## src/tevq_pkg.sv

```systemverilog
`timescale 1ns / 1ps

package tevq_pkg;

	localparam int DEF_QUEUE_DEPTH = 16;
	localparam int DEF_TAG_WIDTH   = 8;

	localparam int YEAR_W   = 7;
	localparam int MONTH_W  = 4;
	localparam int DAY_W    = 5;
	localparam int HOUR_W   = 5;
	localparam int MINUTE_W = 6;
	localparam int TIME_W   = YEAR_W + MONTH_W + DAY_W + HOUR_W + MINUTE_W;
	localparam int IN_TAG_W = 8;
	localparam int STATUS_W = 3;
	localparam int SLOT_W   = 4;
	localparam int LEFT_W   = 5;

	localparam logic CMD_SCHEDULE = 1'b0;
	localparam logic CMD_POLL     = 1'b1;

	localparam logic [STATUS_W-1:0] ST_ACCEPTED = 3'd0;
	localparam logic [STATUS_W-1:0] ST_FULL     = 3'd1;
	localparam logic [STATUS_W-1:0] ST_RELEASED = 3'd2;
	localparam logic [STATUS_W-1:0] ST_NOT_DUE  = 3'd3;
	localparam logic [STATUS_W-1:0] ST_EMPTY    = 3'd4;

	typedef struct packed {
		logic [STATUS_W-1:0] status;
		logic [SLOT_W-1:0]   slot;
		logic [IN_TAG_W-1:0] tag;
		logic [TIME_W-1:0]   due;
		logic [LEFT_W-1:0]   left;
		logic                last;
	} res_t;

	typedef struct packed {
		logic rd_en;
		logic entry_we;
		logic link_we;
	} mem_ctl_t;

	function automatic res_t mk_res(logic [STATUS_W-1:0] st, logic [SLOT_W-1:0] sl,
			logic [IN_TAG_W-1:0] tg, logic [TIME_W-1:0] tm, logic [LEFT_W-1:0] lf,
			logic ls);
		res_t r;
		r.status = st;
		r.slot   = sl;
		r.tag    = tg;
		r.due    = tm;
		r.left   = lf;
		r.last   = ls;
		return r;
	endfunction

endpackage

```

## src/tevq_req_if.sv

```systemverilog
`timescale 1ns / 1ps

interface tevq_req_if;
	import tevq_pkg::*;

	logic                valid;
	logic                ready;
	logic                command;
	logic [YEAR_W-1:0]   time_year;
	logic [MONTH_W-1:0]  time_month;
	logic [DAY_W-1:0]    time_day;
	logic [HOUR_W-1:0]   time_hour;
	logic [MINUTE_W-1:0] time_minute;
	logic [IN_TAG_W-1:0] task_tag;

	modport source (output valid, command, time_year, time_month, time_day, time_hour,
		time_minute, task_tag, input ready);
	modport sink (input valid, command, time_year, time_month, time_day, time_hour,
		time_minute, task_tag, output ready);

endinterface

```

## src/tevq_rsp_if.sv

```systemverilog
`timescale 1ns / 1ps

interface tevq_rsp_if;
	import tevq_pkg::*;

	logic                valid;
	logic                ready;
	logic [STATUS_W-1:0] status;
	logic [SLOT_W-1:0]   slot_id;
	logic [IN_TAG_W-1:0] out_tag;
	logic [YEAR_W-1:0]   out_year;
	logic [MONTH_W-1:0]  out_month;
	logic [DAY_W-1:0]    out_day;
	logic [HOUR_W-1:0]   out_hour;
	logic [MINUTE_W-1:0] out_minute;
	logic [LEFT_W-1:0]   entries_left;
	logic                last;

	modport source (output valid, status, slot_id, out_tag, out_year, out_month, out_day,
		out_hour, out_minute, entries_left, last, input ready);
	modport sink (input valid, status, slot_id, out_tag, out_year, out_month, out_day,
		out_hour, out_minute, entries_left, last, output ready);

endinterface

```

## src/tevq_store.sv

```systemverilog
`timescale 1ns / 1ps

module tevq_store #(
	parameter int QUEUE_DEPTH = tevq_pkg::DEF_QUEUE_DEPTH,
	parameter int TAG_WIDTH   = tevq_pkg::DEF_TAG_WIDTH,
	parameter int IW          = 4,
	parameter int LW          = 5
) (
	input  logic                       clk,
	input  tevq_pkg::mem_ctl_t         ctl,
	input  logic [IW-1:0]              entry_addr,
	input  logic [tevq_pkg::TIME_W-1:0] entry_time,
	input  logic [TAG_WIDTH-1:0]       entry_tag,
	input  logic [IW-1:0]              link_addr,
	input  logic [LW-1:0]              link_data,
	input  logic [IW-1:0]              rd_addr,
	output logic [tevq_pkg::TIME_W-1:0] rd_time,
	output logic [TAG_WIDTH-1:0]       rd_tag,
	output logic [LW-1:0]              rd_link
);
	import tevq_pkg::*;

	logic [TIME_W-1:0]    time_mem [QUEUE_DEPTH];
	logic [TAG_WIDTH-1:0] tag_mem  [QUEUE_DEPTH];
	logic [LW-1:0]        link_mem [QUEUE_DEPTH];

	always_ff @(posedge clk) begin
		if (ctl.entry_we) begin
			time_mem[entry_addr] <= entry_time;
			tag_mem[entry_addr]  <= entry_tag;
		end
		if (ctl.link_we) begin
			link_mem[link_addr] <= link_data;
		end
		if (ctl.rd_en) begin
			rd_time <= time_mem[rd_addr];
			rd_tag  <= tag_mem[rd_addr];
			rd_link <= link_mem[rd_addr];
		end
	end

endmodule

```

## src/tevq_ctrl.sv

```systemverilog
`timescale 1ns / 1ps

module tevq_ctrl #(
	parameter int QUEUE_DEPTH = tevq_pkg::DEF_QUEUE_DEPTH,
	parameter int TAG_WIDTH   = tevq_pkg::DEF_TAG_WIDTH,
	parameter int IW          = 4,
	parameter int LW          = 5
) (
	input  logic                        clk,
	input  logic                        arst_n,
	tevq_req_if.sink                    req,
	tevq_rsp_if.source                  rsp,
	output tevq_pkg::mem_ctl_t          ctl,
	output logic [IW-1:0]               entry_addr,
	output logic [tevq_pkg::TIME_W-1:0] entry_time,
	output logic [TAG_WIDTH-1:0]        entry_tag,
	output logic [IW-1:0]               link_addr,
	output logic [LW-1:0]               link_data,
	output logic [IW-1:0]               rd_addr,
	input  logic [tevq_pkg::TIME_W-1:0] rd_time,
	input  logic [TAG_WIDTH-1:0]        rd_tag,
	input  logic [LW-1:0]               rd_link
);
	import tevq_pkg::*;

	localparam int CW = $clog2(QUEUE_DEPTH + 1);

	localparam logic [2:0] S_IDLE  = 3'd0;
	localparam logic [2:0] S_ALLOC = 3'd1;
	localparam logic [2:0] S_HCMP  = 3'd2;
	localparam logic [2:0] S_WALK  = 3'd3;
	localparam logic [2:0] S_LNK1  = 3'd4;
	localparam logic [2:0] S_LNK2  = 3'd5;
	localparam logic [2:0] S_PCHK  = 3'd6;
	localparam logic [2:0] S_EMIT  = 3'd7;

	localparam logic [LW-1:0] NO_LINK = '0;

	function automatic logic [SLOT_W-1:0] slot4(logic [IW-1:0] idx);
		logic [IW+SLOT_W-1:0] x;
		x = {{SLOT_W{1'b0}}, idx};
		return x[SLOT_W-1:0];
	endfunction

	function automatic logic [LEFT_W-1:0] left5(logic [CW-1:0] c);
		logic [CW+LEFT_W-1:0] x;
		x = {{LEFT_W{1'b0}}, c};
		return x[LEFT_W-1:0];
	endfunction

	function automatic logic [IN_TAG_W-1:0] tag8(logic [TAG_WIDTH-1:0] t);
		logic [TAG_WIDTH+IN_TAG_W-1:0] x;
		x = {{IN_TAG_W{1'b0}}, t};
		return x[IN_TAG_W-1:0];
	endfunction

	logic [2:0]             state_q, state_d;
	logic [TIME_W-1:0]      key_q, key_d;
	logic [TAG_WIDTH-1:0]   tag_q, tag_d;
	logic [IW-1:0]          new_q, new_d;
	logic [IW-1:0]          p_q, p_d;
	logic [LW-1:0]          n_q, n_d;
	logic [LW-1:0]          head_q, head_d;
	logic [CW-1:0]          cnt_q, cnt_d;
	logic [QUEUE_DEPTH-1:0] free_q, free_d;
	logic                   pend_q, pend_d;
	res_t                   stg_q, stg_d;
	res_t                   res_q, res_d;
	logic                   ov_q, ov_d;

	logic [IW-1:0]                  free_idx;
	logic                           key_lt;
	logic                           out_free;
	logic [IN_TAG_W+TAG_WIDTH-1:0]  in_tag_ext;

	always_comb begin
		free_idx = '0;
		for (int i = QUEUE_DEPTH - 1; i >= 0; i--) begin
			if (free_q[i]) begin
				free_idx = IW'(i);
			end
		end
	end

	// The one comparator serves both commands: a poll entry is due when the
	// current time is not below its due time.
	assign key_lt     = key_q < rd_time;
	assign out_free   = !ov_q || rsp.ready;
	assign in_tag_ext = {{TAG_WIDTH{1'b0}}, req.task_tag};

	assign req.ready = (state_q == S_IDLE);

	assign entry_addr = new_q;
	assign entry_time = key_q;
	assign entry_tag  = tag_q;

	always_comb begin
		state_d   = state_q;
		key_d     = key_q;
		tag_d     = tag_q;
		new_d     = new_q;
		p_d       = p_q;
		n_d       = n_q;
		head_d    = head_q;
		cnt_d     = cnt_q;
		free_d    = free_q;
		pend_d    = pend_q;
		stg_d     = stg_q;
		res_d     = res_q;
		ov_d      = ov_q && !rsp.ready;
		ctl       = '0;
		link_addr = new_q;
		link_data = NO_LINK;
		rd_addr   = head_q[IW-1:0];

		case (state_q)
			S_IDLE: begin
				if (req.valid) begin
					key_d = {req.time_year, req.time_month, req.time_day, req.time_hour,
						req.time_minute};
					tag_d = in_tag_ext[TAG_WIDTH-1:0];
					if (req.command == CMD_SCHEDULE) begin
						if (free_q == '0) begin
							stg_d   = mk_res(ST_FULL, '0, '0, '0, left5(cnt_q), 1'b1);
							state_d = S_EMIT;
						end else begin
							new_d           = free_idx;
							free_d[free_idx] = 1'b0;
							state_d         = S_ALLOC;
						end
					end else begin
						pend_d = 1'b0;
						if (!head_q[LW-1]) begin
							stg_d   = mk_res(ST_EMPTY, '0, '0, '0, left5(cnt_q), 1'b1);
							state_d = S_EMIT;
						end else begin
							ctl.rd_en = 1'b1;
							state_d   = S_PCHK;
						end
					end
				end
			end
			S_ALLOC: begin
				ctl.entry_we = 1'b1;
				cnt_d        = cnt_q + CW'(1);
				if (!head_q[LW-1]) begin
					ctl.link_we = 1'b1;
					head_d      = {1'b1, new_q};
					stg_d       = mk_res(ST_ACCEPTED, slot4(new_q), '0, '0,
						left5(cnt_q + CW'(1)), 1'b1);
					state_d     = S_EMIT;
				end else begin
					ctl.rd_en = 1'b1;
					state_d   = S_HCMP;
				end
			end
			S_HCMP: begin
				if (key_lt) begin
					ctl.link_we = 1'b1;
					link_data   = head_q;
					head_d      = {1'b1, new_q};
					stg_d       = mk_res(ST_ACCEPTED, slot4(new_q), '0, '0, left5(cnt_q), 1'b1);
					state_d     = S_EMIT;
				end else begin
					p_d = head_q[IW-1:0];
					n_d = rd_link;
					if (rd_link[LW-1]) begin
						ctl.rd_en = 1'b1;
						rd_addr   = rd_link[IW-1:0];
						state_d   = S_WALK;
					end else begin
						state_d = S_LNK1;
					end
				end
			end
			S_WALK: begin
				// Equal times keep walking, so a new entry lands after its equals.
				if (key_lt) begin
					state_d = S_LNK1;
				end else begin
					p_d = n_q[IW-1:0];
					n_d = rd_link;
					if (rd_link[LW-1]) begin
						ctl.rd_en = 1'b1;
						rd_addr   = rd_link[IW-1:0];
					end else begin
						state_d = S_LNK1;
					end
				end
			end
			S_LNK1: begin
				ctl.link_we = 1'b1;
				link_data   = n_q;
				state_d     = S_LNK2;
			end
			S_LNK2: begin
				ctl.link_we = 1'b1;
				link_addr   = p_q;
				link_data   = {1'b1, new_q};
				stg_d       = mk_res(ST_ACCEPTED, slot4(new_q), '0, '0, left5(cnt_q), 1'b1);
				state_d     = S_EMIT;
			end
			S_PCHK: begin
				if (!key_lt) begin
					// A held release goes out here once the next entry proves due, else from S_EMIT.
					if (!pend_q || out_free) begin
						if (pend_q) begin
							res_d = stg_q;
							ov_d  = 1'b1;
						end
						cnt_d = (cnt_q != '0) ? cnt_q - CW'(1) : cnt_q;
						stg_d = mk_res(ST_RELEASED, slot4(head_q[IW-1:0]), tag8(rd_tag), rd_time,
							left5(cnt_d), ~rd_link[LW-1]);
						pend_d = 1'b1;
						free_d[head_q[IW-1:0]] = 1'b1;
						head_d = rd_link;
						if (rd_link[LW-1]) begin
							ctl.rd_en = 1'b1;
							rd_addr   = rd_link[IW-1:0];
						end else begin
							state_d = S_EMIT;
						end
					end
				end else begin
					if (pend_q) begin
						stg_d.last = 1'b1;
					end else begin
						stg_d = mk_res(ST_NOT_DUE, slot4(head_q[IW-1:0]), '0, rd_time,
							left5(cnt_q), 1'b1);
					end
					state_d = S_EMIT;
				end
			end
			S_EMIT: begin
				if (out_free) begin
					res_d   = stg_q;
					ov_d    = 1'b1;
					state_d = S_IDLE;
				end
			end
			default: begin
				state_d = S_IDLE;
			end
		endcase
	end

	always_ff @(posedge clk or negedge arst_n) begin
		if (!arst_n) begin
			state_q <= S_IDLE;
			head_q  <= NO_LINK;
			cnt_q   <= '0;
			free_q  <= '1;
			pend_q  <= 1'b0;
			ov_q    <= 1'b0;
		end else begin
			state_q <= state_d;
			head_q  <= head_d;
			cnt_q   <= cnt_d;
			free_q  <= free_d;
			pend_q  <= pend_d;
			ov_q    <= ov_d;
		end
	end

	always_ff @(posedge clk) begin
		key_q <= key_d;
		tag_q <= tag_d;
		new_q <= new_d;
		p_q   <= p_d;
		n_q   <= n_d;
		stg_q <= stg_d;
		res_q <= res_d;
	end

	assign rsp.valid        = ov_q;
	assign rsp.status       = res_q.status;
	assign rsp.slot_id      = res_q.slot;
	assign rsp.out_tag      = res_q.tag;
	assign rsp.out_year     = res_q.due[TIME_W-1 -: YEAR_W];
	assign rsp.out_month    = res_q.due[MINUTE_W+HOUR_W+DAY_W +: MONTH_W];
	assign rsp.out_day      = res_q.due[MINUTE_W+HOUR_W +: DAY_W];
	assign rsp.out_hour     = res_q.due[MINUTE_W +: HOUR_W];
	assign rsp.out_minute   = res_q.due[MINUTE_W-1:0];
	assign rsp.entries_left = res_q.left;
	assign rsp.last         = res_q.last;

endmodule

```

## src/timed_event_queue_core.sv

```systemverilog
`timescale 1ns / 1ps
// Schedule: a full reply, an insert into an empty list, a new head, or a walk past the head
// to the insertion point, all by one shared comparator.
// Poll: an empty reply, a not-due reply, or releases at one per cycle while the output
// takes each result. A result waiting at the output adds stalls.
// One transaction at a time; input ready returns when the last result is registered.
// Reset clears sequencer, head pointer, entry count and frees every slot, not entry memories.

module timed_event_queue_core #(
	parameter int QUEUE_DEPTH = tevq_pkg::DEF_QUEUE_DEPTH,
	parameter int TAG_WIDTH   = tevq_pkg::DEF_TAG_WIDTH
) (
	input  logic       clk,
	input  logic       arst_n,
	tevq_req_if.sink   req,
	tevq_rsp_if.source rsp
);
	import tevq_pkg::*;

	localparam int IW = (QUEUE_DEPTH > 1) ? $clog2(QUEUE_DEPTH) : 1;
	localparam int LW = IW + 1;

	mem_ctl_t             ctl;
	logic [IW-1:0]        entry_addr;
	logic [TIME_W-1:0]    entry_time;
	logic [TAG_WIDTH-1:0] entry_tag;
	logic [IW-1:0]        link_addr;
	logic [LW-1:0]        link_data;
	logic [IW-1:0]        rd_addr;
	logic [TIME_W-1:0]    rd_time;
	logic [TAG_WIDTH-1:0] rd_tag;
	logic [LW-1:0]        rd_link;

	tevq_ctrl #(
		.QUEUE_DEPTH(QUEUE_DEPTH),
		.TAG_WIDTH  (TAG_WIDTH),
		.IW         (IW),
		.LW         (LW)
	) u_ctrl (
		.clk       (clk),
		.arst_n    (arst_n),
		.req       (req),
		.rsp       (rsp),
		.ctl       (ctl),
		.entry_addr(entry_addr),
		.entry_time(entry_time),
		.entry_tag (entry_tag),
		.link_addr (link_addr),
		.link_data (link_data),
		.rd_addr   (rd_addr),
		.rd_time   (rd_time),
		.rd_tag    (rd_tag),
		.rd_link   (rd_link)
	);

	tevq_store #(
		.QUEUE_DEPTH(QUEUE_DEPTH),
		.TAG_WIDTH  (TAG_WIDTH),
		.IW         (IW),
		.LW         (LW)
	) u_store (
		.clk       (clk),
		.ctl       (ctl),
		.entry_addr(entry_addr),
		.entry_time(entry_time),
		.entry_tag (entry_tag),
		.link_addr (link_addr),
		.link_data (link_data),
		.rd_addr   (rd_addr),
		.rd_time   (rd_time),
		.rd_tag    (rd_tag),
		.rd_link   (rd_link)
	);

endmodule

```

## src/flat_wrapper.sv

```systemverilog
// flat-port wrapper written by rule: the top's interface ports become plain ports
module timed_event_queue_core_flat import tevq_pkg::*;
#(
	parameter int QUEUE_DEPTH = tevq_pkg::DEF_QUEUE_DEPTH,
	parameter int TAG_WIDTH   = tevq_pkg::DEF_TAG_WIDTH
)
  (clk, arst_n, req_valid, req_command, req_time_year, req_time_month, req_time_day, req_time_hour, req_time_minute, req_task_tag, req_ready, rsp_valid, rsp_status, rsp_slot_id, rsp_out_tag, rsp_out_year, rsp_out_month, rsp_out_day, rsp_out_hour, rsp_out_minute, rsp_entries_left, rsp_last, rsp_ready);
  tevq_req_if req_i ();
  tevq_rsp_if rsp_i ();
  input  logic clk;
  input  logic arst_n;
  input wire logic [$bits(req_i.valid)-1:0] req_valid;
  input wire logic [$bits(req_i.command)-1:0] req_command;
  input wire logic [$bits(req_i.time_year)-1:0] req_time_year;
  input wire logic [$bits(req_i.time_month)-1:0] req_time_month;
  input wire logic [$bits(req_i.time_day)-1:0] req_time_day;
  input wire logic [$bits(req_i.time_hour)-1:0] req_time_hour;
  input wire logic [$bits(req_i.time_minute)-1:0] req_time_minute;
  input wire logic [$bits(req_i.task_tag)-1:0] req_task_tag;
  output wire logic [$bits(req_i.ready)-1:0] req_ready;
  output wire logic [$bits(rsp_i.valid)-1:0] rsp_valid;
  output wire logic [$bits(rsp_i.status)-1:0] rsp_status;
  output wire logic [$bits(rsp_i.slot_id)-1:0] rsp_slot_id;
  output wire logic [$bits(rsp_i.out_tag)-1:0] rsp_out_tag;
  output wire logic [$bits(rsp_i.out_year)-1:0] rsp_out_year;
  output wire logic [$bits(rsp_i.out_month)-1:0] rsp_out_month;
  output wire logic [$bits(rsp_i.out_day)-1:0] rsp_out_day;
  output wire logic [$bits(rsp_i.out_hour)-1:0] rsp_out_hour;
  output wire logic [$bits(rsp_i.out_minute)-1:0] rsp_out_minute;
  output wire logic [$bits(rsp_i.entries_left)-1:0] rsp_entries_left;
  output wire logic [$bits(rsp_i.last)-1:0] rsp_last;
  input wire logic [$bits(rsp_i.ready)-1:0] rsp_ready;
  assign req_i.valid = req_valid;
  assign req_i.command = req_command;
  assign req_i.time_year = req_time_year;
  assign req_i.time_month = req_time_month;
  assign req_i.time_day = req_time_day;
  assign req_i.time_hour = req_time_hour;
  assign req_i.time_minute = req_time_minute;
  assign req_i.task_tag = req_task_tag;
  assign req_ready = req_i.ready;
  assign rsp_valid = rsp_i.valid;
  assign rsp_status = rsp_i.status;
  assign rsp_slot_id = rsp_i.slot_id;
  assign rsp_out_tag = rsp_i.out_tag;
  assign rsp_out_year = rsp_i.out_year;
  assign rsp_out_month = rsp_i.out_month;
  assign rsp_out_day = rsp_i.out_day;
  assign rsp_out_hour = rsp_i.out_hour;
  assign rsp_out_minute = rsp_i.out_minute;
  assign rsp_entries_left = rsp_i.entries_left;
  assign rsp_last = rsp_i.last;
  assign rsp_i.ready = rsp_ready;
  timed_event_queue_core #(.QUEUE_DEPTH(QUEUE_DEPTH), .TAG_WIDTH(TAG_WIDTH)) u_core (.clk(clk), .arst_n(arst_n), .req(req_i), .rsp(rsp_i));
endmodule
```

## config.mk

```make
export PLATFORM = sky130hd
export DESIGN_NAME = timed_event_queue_core_flat
export DESIGN_NICKNAME = d
export VERILOG_FILES = /design/src/tevq_pkg.sv /design/src/tevq_req_if.sv /design/src/tevq_rsp_if.sv /design/src/tevq_store.sv /design/src/tevq_ctrl.sv /design/src/timed_event_queue_core.sv /design/src/flat_wrapper.sv
export SDC_FILE = /design/constraint.sdc
export NUM_CORES = 1
export LEC_CHECK = 0
export BUFFER_PORTS_ARGS = -buffer_cell sky130_fd_sc_hd__buf_2
export CAP_MARGIN = 20
export CELL_PAD_IN_SITES_DETAIL_PLACEMENT = 0
export CELL_PAD_IN_SITES_GLOBAL_PLACEMENT = 1
export CORE_MARGIN = 5
export CORE_UTILIZATION = 35
export DETAILED_ROUTE_END_ITERATION = 8
export PLACE_DENSITY = 0.67
export SLEW_MARGIN = 10
export SYNTH_ARGS = -nofsm -noshare
export SYNTH_HDL_FRONTEND = slang
export SYNTH_HIERARCHICAL = 1
export SYNTH_SLANG_ARGS = --single-unit
```

## constraint.sdc

```tcl
create_clock -name clk -period 5.5 [get_ports clk]
set_clock_uncertainty 0.1 [all_clocks]
set_input_delay 0.55 -clock clk [delete_from_list [all_inputs] [get_ports clk]]
set_output_delay 0.55 -clock clk [all_outputs]
set_load 0.02 [all_outputs]
```

# --- Yosys cells after proc, flatten, opt, wreduce, memory -nomap -nowiden ---
# Memories as Yosys holds them, arrays and structs flattened. A register that Yosys moved wholly into a read port is not among the register bits.
# Index checks and enable logic that the tools add are counted.
word_totals:
  ff_bits: 175
  mem_bits_rw: 640
  in_bits: 40
  out_inout_bits: 50
  wordCells: 199
  n_memories: 3
memory_table:
  columns: ["memory", "words", "width", "read_ports", "rd_clocked_by_memory_dff", "write_ports", "line", "source"]
  rows:
  - ["u_core.u_store.time_mem", 16, 27, 1, 1, 1, "tevq_store.sv:23", "logic [TIME_W-1:0] time_mem [QUEUE_DEPTH];"]
  - ["u_core.u_store.tag_mem", 16, 8, 1, 1, 1, "tevq_store.sv:24", "logic [TAG_WIDTH-1:0] tag_mem [QUEUE_DEPTH];"]
  - ["u_core.u_store.link_mem", 16, 5, 1, 1, 1, "tevq_store.sv:25", "logic [LW-1:0] link_mem [QUEUE_DEPTH];"]
op_classes:
  addsub: 2
  magnitude_cmp: 5
  eq_ne: 25
  muxes: 101
  bitwise: 7
  n_reduce_logical: 32
op_table:
  columns: ["cell", "n"]
  rows:
  - ["2-to-1 mux 48 bit", 12]
  - ["case mux 48 bit (5 select lines)", 1]
  - ["2-to-1 mux 4 bit", 24]
  - ["case mux 48 bit (2 select lines)", 1]
  - ["2-to-1 mux 16 bit", 5]
  - ["2-to-1 mux 47 bit", 1]
  - ["2-to-1 mux 3 bit", 12]
  - ["2-to-1 mux 5 bit", 7]
  - ["case mux 16 bit (2 select lines)", 1]
  - ["case mux 5 bit (3 select lines)", 2]
  - ["< comparator 27 bit", 1]
  - ["2-to-1 mux 1 bit", 25]
  - ["inequality test 2 bit (second input constant)", 12]
  - ["case mux 3 bit (8 select lines)", 1]
  - ["AND reduction 5 bit", 4]
  - ["AND 16 bit", 1]
  - ["zero test 16 bit", 1]
  - ["NOT 16 bit", 1]
  - ["bitwise OR 16 bit", 1]
  - ["case mux 4 bit (2 select lines)", 2]
  - ["inequality test 3 bit (second input constant)", 5]
  - ["equality test 3 bit (second input constant)", 4]
  - ["< comparator 4 x 5 -> 1 bit (second input constant)", 2]
  - ["case mux 5 bit (2 select lines)", 1]
  - ["other kinds (25)", 45]

# --- Depth between registers and ports, before layout ---
depth:
  depth_word: 26
  ltp_mapped: 16
  depth_no_buf: 12

# --- Hierarchy ---
# Netlist, hierarchy kept.
modules_own_cells:
  columns: ["module", "n_inst", "cells_per_inst", "area_per_inst_um2", "seq_area_each_um2"]
  rows:
  - ["tevq_store", 1, 1063, 25643.3, 20419.6]
  - ["tevq_ctrl", 1, 597, 7696.1, 5119.9]

# --- Worst setup path after synthesis ---
# OpenSTA, ideal clock, no wires.
synth_timing:
  path_kind: "register -> register"
  startpoint: "register u_core.u_ctrl.key_q[22], in the netlist u_core/u_ctrl/entry_time[22]"
  endpoint: "register u_core.u_ctrl.res_q, in the netlist u_core/u_ctrl/rsp.entries_left[0] (enable)"
  setup_time_ns: 0.513
  arrival_time_ns: 5.097
  t_required_ns: 4.887
  setup_slack_ns: -0.210
  path_stages_with_launch: 10
  path_buffers: 1
  period_less_slack_ns: 5.710
  path_cell_list: "edfxtp_1 > ha_1 > nand4_1 > nor3_2 > a311oi_2 > and2_1 > nand2_1 > buf_6 > a21oi_1 > nor3_1"
synth_via:
  elab_chain_cells: 3
synth_lines:
  columns: ["element", "line", "source"]
  rows:
  - ["from (decl)", "tevq_ctrl.sv:58", "logic [TIME_W-1:0] key_q, key_d;"]
  - ["from (signal assigned)", "tevq_ctrl.sv:266", "key_q <= key_d;"]
  - ["< comparator 27 bit", "tevq_ctrl.sv:87", "assign key_lt = key_q < rd_time;"]
  - ["inequality test 2 bit (no source line)", null, null]
  - ["AND reduction 5 bit (no source line)", null, null]
  - ["to (signal assigned)", "tevq_ctrl.sv:272", "res_q <= res_d;"]
  - ["to (decl)", "tevq_ctrl.sv:68", "res_t res_q, res_d;"]
# No other way between the ends.
# A chain may end at the register's enable or synchronous reset.

# --- Final worst setup path ---
layout_timing:
  startpoint: "register u_core.u_ctrl.key_q[26], in the netlist u_core/u_ctrl/entry_time[26]"
  endpoint: "register u_core/u_store/rd_time[25] in the netlist's numbering, read port of u_core.u_store.time_mem, data pin"
layout_via:
  elab_chain_cells: 3
  word_cells_on_any_way: 7
layout_lines:
  columns: ["element", "line", "source"]
  rows:
  - ["< comparator 27 bit *", "tevq_ctrl.sv:87", null]
  - ["2-to-1 mux 4 bit (on tied branches)", "tevq_ctrl.sv:204, tevq_ctrl.sv:158", null]
  - ["case mux 4 bit (2 select lines) *", "tevq_ctrl.sv:116", "case (state_q)"]
  - ["net u_core.rd_addr[0]", "timed_event_queue_core.sv:29", "logic [IW-1:0] rd_addr;"]
  - ["to (decl)", "tevq_store.sv:17", "output logic [tevq_pkg::TIME_W-1:0] rd_time,"]
# The timed path passes the listed nets; every way through them passes the cells marked *.

==> metrics.md <==
| Metric | Value |
|---|---|
| Setup TNS | `0 ps` |
| Period minus WS final | `5050 ps` |
| Peak supply drop | `0.000321 V` |
| Die Area | `102000 sq um` |
| Vias | `16700` |
| Outcome | `finished clean` |
| Worst r2r dst | `u_core/u_store/rd_time[25]$_DFFE_PP_` |
| Post-DP HPWL | `43800 um` |
| Gr usage total | `15.1%` |
| Synth top area share | `74.2%` |
| Syn nets | `1728` |
| Count leader, synth | `edfxtp_1` |
| Fraction of layout cells with a size suffix above 1 | `22.0%` |
| # placed instances | `2988` |
| Clock sinks | `855` |
| Core area | `94700 sq um` |
| Max Slew Vio Count | `0` |
| Fillers | `8368` |
| Crit path launch | `u_core/u_ctrl/entry_time[26]$_DFFE_PP_` |
| Initial antenna violation count | `2` |
| Total leakage power | `12.8 nW` |
| Reg2reg start | `u_core/u_ctrl/entry_time[26]$_DFFE_PP_` |
| Switching Share | `31.2%` |
| DR vias/cell | `5.26` |
| Clock network power share | `28.0%` |
| Setup violators final | `0` |
| #FFs+latches synth | `855` |
| Pwr Density | `522 nW/um^2` |
| CP Capture Type | `flip-flop` |
| Asr flop ratio synth | `3.63%` |
| Area of the multi-input gates | `7320 sq um` |
| # H-tree levels | `3` |
| # nets final | `1911` |
| Synth cell count leaders | `edfxtp_1, mux4_2, nor2_1` |
| IO Pins | `90` |
| Die width | `319 um` |
| Crit path required time | `5780 ps` |
| Unrepaired setup endpoints after global routing | `false` |
| DR iter-0 viols | `1519` |
| Clock edge transition at the registers on the reported setup and hold paths | `60 ps` |
| Starting Density | `35.2%` |
| Total grt overflow | `0` |
| Synth warn | `6` |
| Min-Delay Path Class | `input pin to flip-flop` |
| Gate power share | `28.5%` |
| Max_cap viols | `0` |
| Detail Route Antenna Nets | `0` |
| Area growth syn-to-layout | `15.7%` |
| Sequential Area | `25500 sq um` |
| Cells after Synth | `1660` |
| Crit path kind | `flip-flop to flip-flop` |
| Die H | `319 um` |
| Routed wire length | `78200 um` |
| Top cells by area, synth | `edfxtp_1, mux4_2, mux4_1` |
| FF-to-FF path depth | `12` |
| CTS tree | `done` |
| Worst slew pin tran | `961 ps` |
| DRC viols | `0` |
| Port Buffers | `89` |
| Setup crit end | `u_core/u_store/rd_time[25]$_DFFE_PP_` |
| HP Start | `req_time_hour[0]` |
| Largest net degree at the start of global routing | `81` |
| Worst-case clock buffer depth | `3` |
| Worst rel slew slack | `35.8%` |
| Cell Area, Synth | `33300 sq um` |
| Internal power component | `13.9 mW` |
| Root Driver | `clkbuf_16` |
| Final Hold Vio Count | `0` |
| Post-cts sizing count | `0` |
| Overall power | `20.2 mW` |
| Tcrit/Tclk final | `91.9%` |
| Fin Hold WS | `39.1 ps` |
| Max frequency | `198 MHz` |
| Clock latency at the later pin of the worst-skew pair | `640 ps` |
| Routability cong. | `0.808` |
| First-pass GRT wire length | `115000 um` |
| Pre-Repair DR Iteration Count | `5` |
| Leading area contributor after synthesis | `edfxtp_1` |
| Sequential share of power | `43.4%` |
| Synthesized area per cell | `20.1 sq um` |
| EDFF count, synth | `824` |
| Average wire per cell in the routed design | `24.6 um` |
| Non-filler cells, final | `3174` |
| Distinct cell type count after synthesis | `59` |
| Sequential area share after synthesis | `76.6%` |
| Vias in the first global route | `17200` |
| Core Util, Final | `40.7%` |
| WP data arrival | `5330 ps` |
| Critical path fanouts, max | `45` |
| Reg-to-reg setup timing slack | `450 ps` |
| CTS Buf Count | `88` |
| P_sw | `6.29 mW` |
| Dominant synthesized flop cell | `edfxtp_1` |
| Startpoint class of the critical path | `flip-flop` |
| Row count | `113` |
-- how the worst min path moves through the flow --
stage	depth (start not counted)	to
final	1	u_core/u_ctrl/entry_time[6]$_DFFE_PP_
after global routing	1	u_core/u_ctrl/entry_time[25]$_DFFE_PP_
after CTS	1	u_core/u_ctrl/entry_time[18]$_DFFE_PP_
after detailed placement	0	u_core/u_ctrl/rsp.entries_left[3]$_DFFE_PP_
after global placement	0	u_core/u_ctrl/rsp.out_month[0]$_DFFE_PP_
after floorplan	0	u_core/u_ctrl/cnt_q[0]$_DFFE_PN0P_
-- per-layer routing --
| layer | track usage [%] | vias up | share of wire [%] |
|---|---|---|---|
| met5 | 0 | - | 0 |
| met1 | 20.6 | 8825 | 43 |
| met2 | 25.0 | 552 | 49 |
| met3 | 2.90 | 111 | 6.0 |
| met4 | 4.21 | 0 | 2.3 |
| li1 | - | 7217 | - |
-- cell type report --
type	count	share of cell area, %
Clock buffer	110	6.03
Timing Repair Buffer	170	3.28
Inverter	40	0.389
Tap cell	1265	4.10
Multi-Input combinational cell	688	19.0
Antenna cell	1	0.00649
Clock inverter	45	0.983
Sequential cell	855	66.2
-- cell usage in the layout, fill, tap and decap left out, drive strengths merged, types with 3 or more instances in the layout --
cell type	Yosys	routed
clkbuf	44	110
nand3	7	7
bufinv	0	5
a22oi	81	81
nand3b	5	5
a21oi	35	35
edfxtp	824	824
or3	3	3
dfrtp	15	15
inv	40	44
buf	33	140
mux2i	18	18
nand2	77	77
mux2	12	12
nand2b	11	11
dlygate4sd3	0	30
nor3	19	19
o22ai	12	12
and2	3	3
nor3b	3	3
o21bai	3	3
dfstp	16	16
a31oi	22	22
nand4	7	7
nor4	10	10
o21ai	27	27
and3	13	13
mux4	160	160
a211oi	4	4
ha	28	28
a21o	4	4
nor2b	11	11
nor2	87	87
clkinv	0	34
o31ai	3	3
or3b	3	3
-- sequential cells by signal, indices dropped and copies added, names as in the netlist, 6 cells and up --
| register | cells |
|---|---|
| u_core/u_ctrl/entry_tag | 8 |
| u_core/u_ctrl/entry_time | 27 |
| u_core/u_ctrl/free_q | 16 |
| u_core/u_ctrl/rsp.out_minute | 6 |
| u_core/u_ctrl/rsp.out_tag | 8 |
| u_core/u_ctrl/rsp.out_year | 7 |
| u_core/u_ctrl/stg_q | 48 |
| u_core/u_store/link_mem | 80 |
| u_core/u_store/rd_tag | 8 |
| u_core/u_store/rd_time | 27 |
| u_core/u_store/tag_mem | 128 |
| u_core/u_store/time_mem | 432 |
-- power groups by stage --
stage | Combinational (mW) | Clock [mW] | Sequential (mW)
global route | 6.23 | 6.06 | 8.83
global placement | 5.70 | 0 | 8.86
detailed placement | 5.78 | 0 | 8.89
floorplan | 3.95 | 0 | 8.87
finish | 5.75 | 5.65 | 8.75
CTS | 5.82 | 5.78 | 8.76
-- stage by stage --
step	area (sq um)	setup slack [ps]
final	38600	447
after detailed placement	35600	426
after CTS	38600	409
after global routing	38600	177
after global placement	35600	498
after floorplan	33300	847
-- what timing repair did --
| action | 4_1_cts | 5_1_grt |
|---|---|---|
| hold buffers | 29 | 1 |
| buffers inserted | 0 | 0 |
| endpoints found under the hold margin | 43 | 1 |
-- cells by family (layout without fill, tap and decap cells) --
| kind of cell | after synthesis | after routing | share of synthesized area (%) |
|---|---|---|---|
| other cells | 0 | 1 | 0 |
| mux | 190 | 190 | 12.4 |
| xor+xnor | 3 | 3 | 0.0788 |
| buf+inv | 117 | 365 | 1.97 |
| flops | 855 | 855 | 76.6 |
| fa+ha+maj | 28 | 28 | 1.05 |
| compound gates | 206 | 206 | 4.20 |
| simple gates | 261 | 261 | 3.67 |
-- critical path, stage by stage, from the launching register on --
cell      delay [ps]
edfxtp_1         630
ha_1             450
nand4_1          200
nor3_2           360
nand4_1          320
a21o_1           320
nand2_1          140
nand4_2          270
mux2_8           750
buf_4            360
mux4_1           590
a22oi_1          190
nand2_1           70
No activity file was read; power rests on OpenSTA's default activity.
